==> config.mk <==
export PLATFORM = sky130hd
export DESIGN_NAME = thc_ln
export DESIGN_NICKNAME = d
export VERILOG_FILES = /design/src/rtl/core/thc_pkg.sv /design/src/rtl/core/thc_ln.sv
export SDC_FILE = /design/constraint.sdc
export NUM_CORES = 2
export LEC_CHECK = 0
export ABC_AREA = 0
export BUFFER_PORTS_ARGS = -buffer_cell sky130_fd_sc_hd__buf_2
export CAP_MARGIN = 20
export CORE_ASPECT_RATIO = 1.1
export CORE_UTILIZATION = 25
export CTS_BUF_LIST = sky130_fd_sc_hd__clkbuf_8
export DETAILED_ROUTE_END_ITERATION = 12
export MAX_ROUTING_LAYER = met4
export PLACE_DENSITY_LB_ADDON = 0.2
export SETUP_SLACK_MARGIN = 0.2
export SYNTH_ARGS = -nofsm -noshare
export SYNTH_HDL_FRONTEND = slang
export SYNTH_SLANG_ARGS = --single-unit
export TNS_END_PERCENT = 30
==> constraint.sdc <==
create_clock -name clk_i -period 10 [get_ports clk_i]
set_input_delay 2 -clock clk_i [delete_from_list [all_inputs] [get_ports clk_i]]
set_output_delay 2 -clock clk_i [all_outputs]
set_load 0.02 [all_outputs]
==> src/rtl/core/thc_pkg.sv <==
`default_nettype none
// ----------------------------------------------------------------------------
// thc_pkg: shared types and constants for thermistor counts to Celsius
// Fixed-point widths, the ln segment table, register indexes and the structs
// that travel between the log front end, the divider and the top level.
// ----------------------------------------------------------------------------
package thc_pkg;

  // ADC count bits that take part in the scaling
  localparam int unsigned COUNT_BITS = 24;
  localparam int unsigned X_W        = COUNT_BITS + 32;

  // Register reset values
  localparam logic [31:0] COEF_A_RST = 32'd1238158836;
  localparam logic [31:0] COEF_B_RST = 32'd258970437;
  localparam logic [31:0] COEF_C_RST = 32'd402720470;
  localparam logic [31:0] OHMS_RST   = 32'd7488001;

  // ln(2) in Q6.26, the last table entry
  localparam logic [25:0] LN_T16 = 26'd46516320;

  // Quotient limits and the output codes that saturate
  localparam logic [23:0] Q_KELVIN = 24'd2731500;
  localparam logic [23:0] Q_MAX    = 24'd5731500;
  localparam logic signed [22:0] TEMP_COLD = -23'sd2731500;
  localparam logic signed [22:0] TEMP_HOT  = 23'sd3000000;

  // (10000 << 40) >> DIV_STEPS: first partial remainder, and the sum at or
  // below which the quotient no longer fits in DIV_STEPS bits
  localparam int unsigned DIV_STEPS = 23;
  localparam logic [38:0] DIV_R0    = 39'd1310720000;

  typedef enum logic [1:0] {
    CFG_COEF_A = 2'd0,
    CFG_COEF_B = 2'd1,
    CFG_COEF_C = 2'd2,
    CFG_OHMS   = 2'd3
  } cfg_idx_e;

  typedef struct packed {
    logic [30:0] mag;
    logic        neg;
    logic        zero;
  } ln_out_t;

  typedef struct packed {
    logic [38:0] s;
    logic        zero;
    logic        hot;
  } div_in_t;

  typedef struct packed {
    logic [38:0] r;
    logic [22:0] q;
    logic [38:0] s;
    logic        zero;
    logic        hot;
  } div_st_t;

  // ln(1 + i/16) in Q6.26
  function automatic logic [25:0] ln_tab(input logic [4:0] i);
    logic [25:0] v;
    unique case (i)
      5'd0:  v = 26'd0;
      5'd1:  v = 26'd4068450;
      5'd2:  v = 26'd7904286;
      5'd3:  v = 26'd11532676;
      5'd4:  v = 26'd14974910;
      5'd5:  v = 26'd18249163;
      5'd6:  v = 26'd21371068;
      5'd7:  v = 26'd24354175;
      5'd8:  v = 26'd27210303;
      5'd9:  v = 26'd29949820;
      5'd10: v = 26'd32581878;
      5'd11: v = 26'd35114589;
      5'd12: v = 26'd37555180;
      5'd13: v = 26'd39910118;
      5'd14: v = 26'd42185213;
      5'd15: v = 26'd44385701;
      5'd16: v = LN_T16;
      default: v = 26'd0;
    endcase
    return v;
  endfunction

endpackage
`default_nettype wire

==> src/rtl/core/thc_ln.sv <==
`default_nettype none
// ----------------------------------------------------------------------------
// thc_ln: resistance and natural log pipeline
// Six stages: scale, two normalize stages, table lookup, interpolation,
// sign and magnitude of ln(R) in Q6.26.
// ----------------------------------------------------------------------------
module thc_ln (
  input  logic                             clk_i,
  input  logic                             rst_ni,
  input  logic                             in_valid_i,
  output logic                             in_ready_o,
  input  logic [thc_pkg::COUNT_BITS-1:0]   count_i,
  input  logic [31:0]                      ohms_i,
  output logic                             out_valid_o,
  input  logic                             out_ready_i,
  output thc_pkg::ln_out_t                 out_data_o
);

  localparam int unsigned N = 6;

  logic [N-1:0] v_q;
  logic [N-1:0] en;

  // Advance a stage when it is empty or the next one advances
  always_comb begin
    en[N-1] = !v_q[N-1] || out_ready_i;
    for (int k = N - 2; k >= 0; k--) begin
      en[k] = !v_q[k] || en[k+1];
    end
  end

  always_ff @(posedge clk_i or negedge rst_ni) begin
    if (!rst_ni) begin
      v_q <= '0;
    end else begin
      if (en[0]) v_q[0] <= in_valid_i;
      for (int k = 1; k < N; k++) begin
        if (en[k]) v_q[k] <= v_q[k-1];
      end
    end
  end

  assign in_ready_o  = en[0];
  assign out_valid_o = v_q[N-1];

  // Stage 1: scale count to ohms, Q32.32
  logic [thc_pkg::X_W-1:0] x1_q;
  always_ff @(posedge clk_i) begin
    if (en[0]) x1_q <= count_i * ohms_i;
  end

  // Stage 2: coarse normalize by 32, 16, 8
  logic [63:0] n2_d, n2_q;
  logic [5:0]  lz2_d, lz2_q;
  logic        zero2_q;
  always_comb begin
    n2_d  = 64'(x1_q);
    lz2_d = '0;
    if (n2_d[63:32] == '0) begin
      n2_d = n2_d << 32;
      lz2_d[5] = 1'b1;
    end
    if (n2_d[63:48] == '0) begin
      n2_d = n2_d << 16;
      lz2_d[4] = 1'b1;
    end
    if (n2_d[63:56] == '0) begin
      n2_d = n2_d << 8;
      lz2_d[3] = 1'b1;
    end
  end
  always_ff @(posedge clk_i) begin
    if (en[1]) begin
      n2_q    <= n2_d;
      lz2_q   <= lz2_d;
      zero2_q <= (x1_q == '0);
    end
  end

  // Stage 3: fine normalize by 4, 2, 1
  logic [63:0] n3_d, n3_q;
  logic [5:0]  lz3_d, lz3_q;
  logic        zero3_q;
  always_comb begin
    n3_d  = n2_q;
    lz3_d = lz2_q;
    if (n3_d[63:60] == '0) begin
      n3_d = n3_d << 4;
      lz3_d[2] = 1'b1;
    end
    if (n3_d[63:62] == '0) begin
      n3_d = n3_d << 2;
      lz3_d[1] = 1'b1;
    end
    if (!n3_d[63]) begin
      n3_d = n3_d << 1;
      lz3_d[0] = 1'b1;
    end
  end
  always_ff @(posedge clk_i) begin
    if (en[2]) begin
      n3_q    <= n3_d;
      lz3_q   <= lz3_d;
      zero3_q <= zero2_q;
    end
  end

  // Stage 4: segment lookup on the top fraction bits
  logic [4:0]  idx4;
  logic [25:0] lo4_d, hi4_d;
  logic [25:0] lo4_q;
  logic [21:0] diff4_q;
  logic [27:0] rem4_q;
  logic [5:0]  lz4_q;
  logic        zero4_q;
  always_comb begin
    idx4  = {1'b0, n3_q[62:59]};
    lo4_d = thc_pkg::ln_tab(idx4);
    hi4_d = thc_pkg::ln_tab(idx4 + 5'd1);
  end
  always_ff @(posedge clk_i) begin
    if (en[3]) begin
      lo4_q   <= lo4_d;
      diff4_q <= 22'(hi4_d - lo4_d);
      rem4_q  <= n3_q[58:31];
      lz4_q   <= lz3_q;
      zero4_q <= zero3_q;
    end
  end

  // Stage 5: interpolate and weight the exponent by ln(2)
  logic [49:0]        prod5;
  logic signed [6:0]  pm5;
  logic signed [32:0] pm5_x, t16_x;
  logic [25:0]        ln1p5_q;
  logic signed [32:0] pterm5_q;
  logic               zero5_q;
  always_comb begin
    prod5 = diff4_q * rem4_q;
    pm5   = 7'sd31 - $signed({1'b0, lz4_q});
    pm5_x = {{26{pm5[6]}}, pm5};
    t16_x = $signed({7'b0, thc_pkg::LN_T16});
  end
  always_ff @(posedge clk_i) begin
    if (en[4]) begin
      ln1p5_q  <= 26'(lo4_q + {4'b0, prod5[49:28]});
      pterm5_q <= pm5_x * t16_x;
      zero5_q  <= zero4_q;
    end
  end

  // Stage 6: ln(R), split into sign and magnitude
  logic signed [32:0] l6;
  thc_pkg::ln_out_t   o6_q;
  always_comb begin
    l6 = pterm5_q + $signed({7'b0, ln1p5_q});
  end
  always_ff @(posedge clk_i) begin
    if (en[5]) begin
      o6_q.neg  <= l6[32];
      o6_q.mag  <= l6[32] ? 31'(-l6) : 31'(l6);
      o6_q.zero <= zero5_q;
    end
  end

  assign out_data_o = o6_q;

endmodule
`default_nettype wire

==> impl_metrics.env <==
export IMPL_setup_viol=0
export IMPL_grt_max_degree=64
export IMPL_synth_edf_count=310
export IMPL_r2r_start="rem4_q[14]$_DFFE_PP_"
export IMPL_synthTopCellsByCount="1256 x inv_1, 1192 x fa_1, 1146 x nand2_1"
export IMPL_hp_class="reg2reg"
export IMPL_cts_tree="built"
export IMPL_clk_pin_slew_ns=0.06
export IMPL_cts_hold_buf=0
export IMPL_drt_total_wl_um=194000
export IMPL_clockBufferDepth=3
export IMPL_num_rows=192
export IMPL_crit_path_start_kind="flip-flop"
export IMPL_rsz0062_at_grt="no"
export IMPL_hold_violations=0
export IMPL_cts_root_buf="clkbuf_8"
export IMPL_synth_nets=8450
export IMPL_globalplace_congestion=0.877
export IMPL_timing_rr_end="ln1p5_q[24]$_DFFE_PP_"
export IMPL_clock_sinks=342
export IMPL_reg2reg_depth=31
export IMPL_rrSetupSlack_ns=0.57
export IMPL_design_core_area_um2=249000
export IMPL_min_to="rem4_q[18]$_DFFE_PP_"
export IMPL_dpl_hpwl_um=156000
export IMPL_portBuffers=94
export IMPL_clkLatencyLatePin_ns=0.73
export IMPL_tritoncts_num_buffers=71
export IMPL_synth_top_cell_by_area="fa_1"
export IMPL_area_growth_pct=11.1
export IMPL_initial_core_util_pct=25.2
export IMPL_slew_violations=0
export IMPL_design_area_um2=69800
export IMPL_crit_fanout=13
export IMPL_crit_path_end_kind="flip-flop"
export IMPL_status="finished clean"
export IMPL_fin_nets=8498
export IMPL_cpPeakStageDelay_ns=0.56
export IMPL_wl_per_cell_um=19.2
export IMPL_min_from="n3_q[49]$_DFFE_PN_"
export IMPL_hold_path_depth=0
export IMPL_drtIter0Drc=2313
export IMPL_antenna_found_initial=6
export IMPL_firstDrtPassIters=6
export IMPL_cp_arrival_ns=9.90
export IMPL_skew_ns=0.0445
export IMPL_synth_seq_cells=342
export IMPL_synth_area_per_cell_um2=9.38
export IMPL_worst_pin_slew_ns=1.04
export IMPL_synth_top_area_share_pct=38.0
export IMPL_fmax_mhz=106
export IMPL_antenna_left=0
export IMPL_fin_hold_ws_ns=0.400
export IMPL_cts_htree_levels=3
export IMPL_slew_headroom_pct=30.7
export IMPL_die_h_um=528
export IMPL_globalRouteOverflowTotal=0
export IMPL_viasPerCell=4.51
export IMPL_max_cap_violations=0
export IMPL_slowest_stage="edfxtp_1"
export IMPL_die_w_um=480
export IMPL_ys_warn_count=0
export IMPL_grt_pass1_vias=49847
export IMPL_dieArea_um2=253000
export IMPL_route_detailed_drc=0
export IMPL_min_period_ns=9.43
export IMPL_crit_type="reg2reg"
export IMPL_synth_flop_cell="edfxtp_1"
export IMPL_synthDistinctLibCells=86
export IMPL_grt_total_usage_pct=15.8
export IMPL_cp_common_cell="fa_1"
export IMPL_grt_pass1_wl_um=301000
export IMPL_required_ns=10.47
export IMPL_fin_crit_sh_pct=94.3
export IMPL_ys_top_cells_by_area="fa_1 38%, edfxtp_1 15%, ha_1 9.9%, inv_1 7.5%, nand2_1 6.8%"
export IMPL_drive_gt1_share_pct=7.16
export IMPL_netlist_instances=6699
export IMPL_ys_seq_area_share_pct=15.9
export IMPL_dpl_cell_area_um2=68100
export IMPL_ys_async_sr_fraction_pct=1.75
export IMPL_io_pins=95
export IMPL_synth_most_common_cell="inv_1"
export IMPL_syn_cell_area_um2=62900
export IMPL_vias=45589
-- cells in the final DEF, fill, tap and decap left out, types with 13 or more instances in the layout --
cell and n:
xor2_1 60, clkbuf_8 78, mux2i_1 61, o211ai_1 15, xnor2_1 127, nand2b_1 24
clkinv_1 14, and2_1 511, edfxtp_1 310, a211oi_1 23, ha_1 499, fa_1 1192
nand3_1 58, dfxtp_1 26, inv_1 1265, a21o_1 88, nand2_1 1144, and3_1 25
nor3_1 23, nor4_1 24, nor2b_1 25, o21bai_1 26, a31oi_1 27, mux2_2 13
o21ai_0 155, nor2_1 177, buf_4 186, buf_12 26, nand4_1 29, buf_2 94
a21oi_1 236
-- sequential cells by signal, summed over array words and instances (netlist names), 3 cells and up --
| name | count |
|---|---|
| diff4_q | 22 |
| lo4_q | 26 |
| n3_q | 32 |
| v_q | 6 |
| lo4_d | 26 |
| rem4_q | 28 |
| lz4_q | 6 |
| x1_q | 56 |
| pterm5_q | 28 |
| out_data_o | 33 |
| ln1p5_q | 26 |
| lz3_q | 6 |
| lz2_q | 3 |
| n2_q | 40 |
-- metal layers --
metal	wire length, µm	vias up	GRT usage [%]
met5	0	-	-
met4	4520	0	3.73
met3	7190	243	1.55
met2	94900	979	26.9
met1	87200	23506	20.3
li1	-	20861	-
-- area by class of cell --
type | count | area [µm²]
Timing Repair Buffer | 308 | 2400
Multi-Input combinational cell | 4765 | 47100
Antenna cell | 3 | 7.51
Fill cell | 26585 | 180000
Clock buffer | 78 | 1070
Inverter | 1259 | 4730
Tap cell | 3298 | 4130
Clock inverter | 47 | 437
Sequential cell | 342 | 9980
-- cell families (layout without fill, tap and decap cells) --
kind of cell             after synthesis  in the layout  synth area share, %
multiplexers                          82             82                 1.49
XOR/XNOR                             188            188                 2.62
buffers and inverters               1592           1692                 9.53
flip-flops                           342            342                 15.9
other                                  0              3                    0
AO/OA/AOI/OAI                        713            713                 7.08
AND/OR/NAND/NOR                     2091           2091                 15.5
adder cells (fa/ha/maj)             1691           1691                 47.9
-- worst max-delay path by stage --
stage | start | to | slack, ns | depth (start not counted)
2_1_floorplan | diff4_q[1]$_DFFE_PP_ | ln1p5_q[24]$_DFFE_PP_ | 1.06 | 36
3_3_place_gp | diff4_q[4]$_DFFE_PP_ | ln1p5_q[24]$_DFFE_PP_ | -0.16 | 39
3_5_place_dp | diff4_q[4]$_DFFE_PP_ | ln1p5_q[24]$_DFFE_PP_ | -0.17 | 39
4_1_cts | diff4_q[4]$_DFFE_PP_ | ln1p5_q[24]$_DFFE_PP_ | 0.22 | 39
5_1_grt | rem4_q[11]$_DFFE_PP_ | ln1p5_q[24]$_DFFE_PP_ | 0.18 | 38
6_report | rem4_q[14]$_DFFE_PP_ | ln1p5_q[24]$_DFFE_PP_ | 0.57 | 31
-- timing repair --
action	CTS	global route
setup endpoints to repair	10	10
pin swaps	1	8
endpoints found under the hold margin	0	0
cloned	0	0
gates resized for setup	9	26
buffers inserted	3	6
-- critical path: cells and delay by family, from the launching register on --
kind / cells / cell delay (ns)
xor gates and xnor gates: 1 / 0.08
and+or+nand+nor: 5 / 1.04
adders and majority gates: 9 / 4.17
buffers and inverters: 5 / 0.72
DFF: 1 / 0.56
AOI/OAI and AO/OA: 11 / 2.59
-- metrics by stage --
stage	util [%]	setup TNS [ns]	cells	setup slack (ns)
floorplan	-	0	6699	1.06
global placement	27.3	-0.302	9962	-0.157
detailed placement	27.3	-0.302	9962	-0.166
CTS	27.9	0	10090	0.218
global route	28.0	0	10100	0.180
finish	28.0	0	10100	0.571
Power is left out: the tool's default activity adds up to more than one toggle a clock period on the data nets, which glitch-free logic cannot reach.
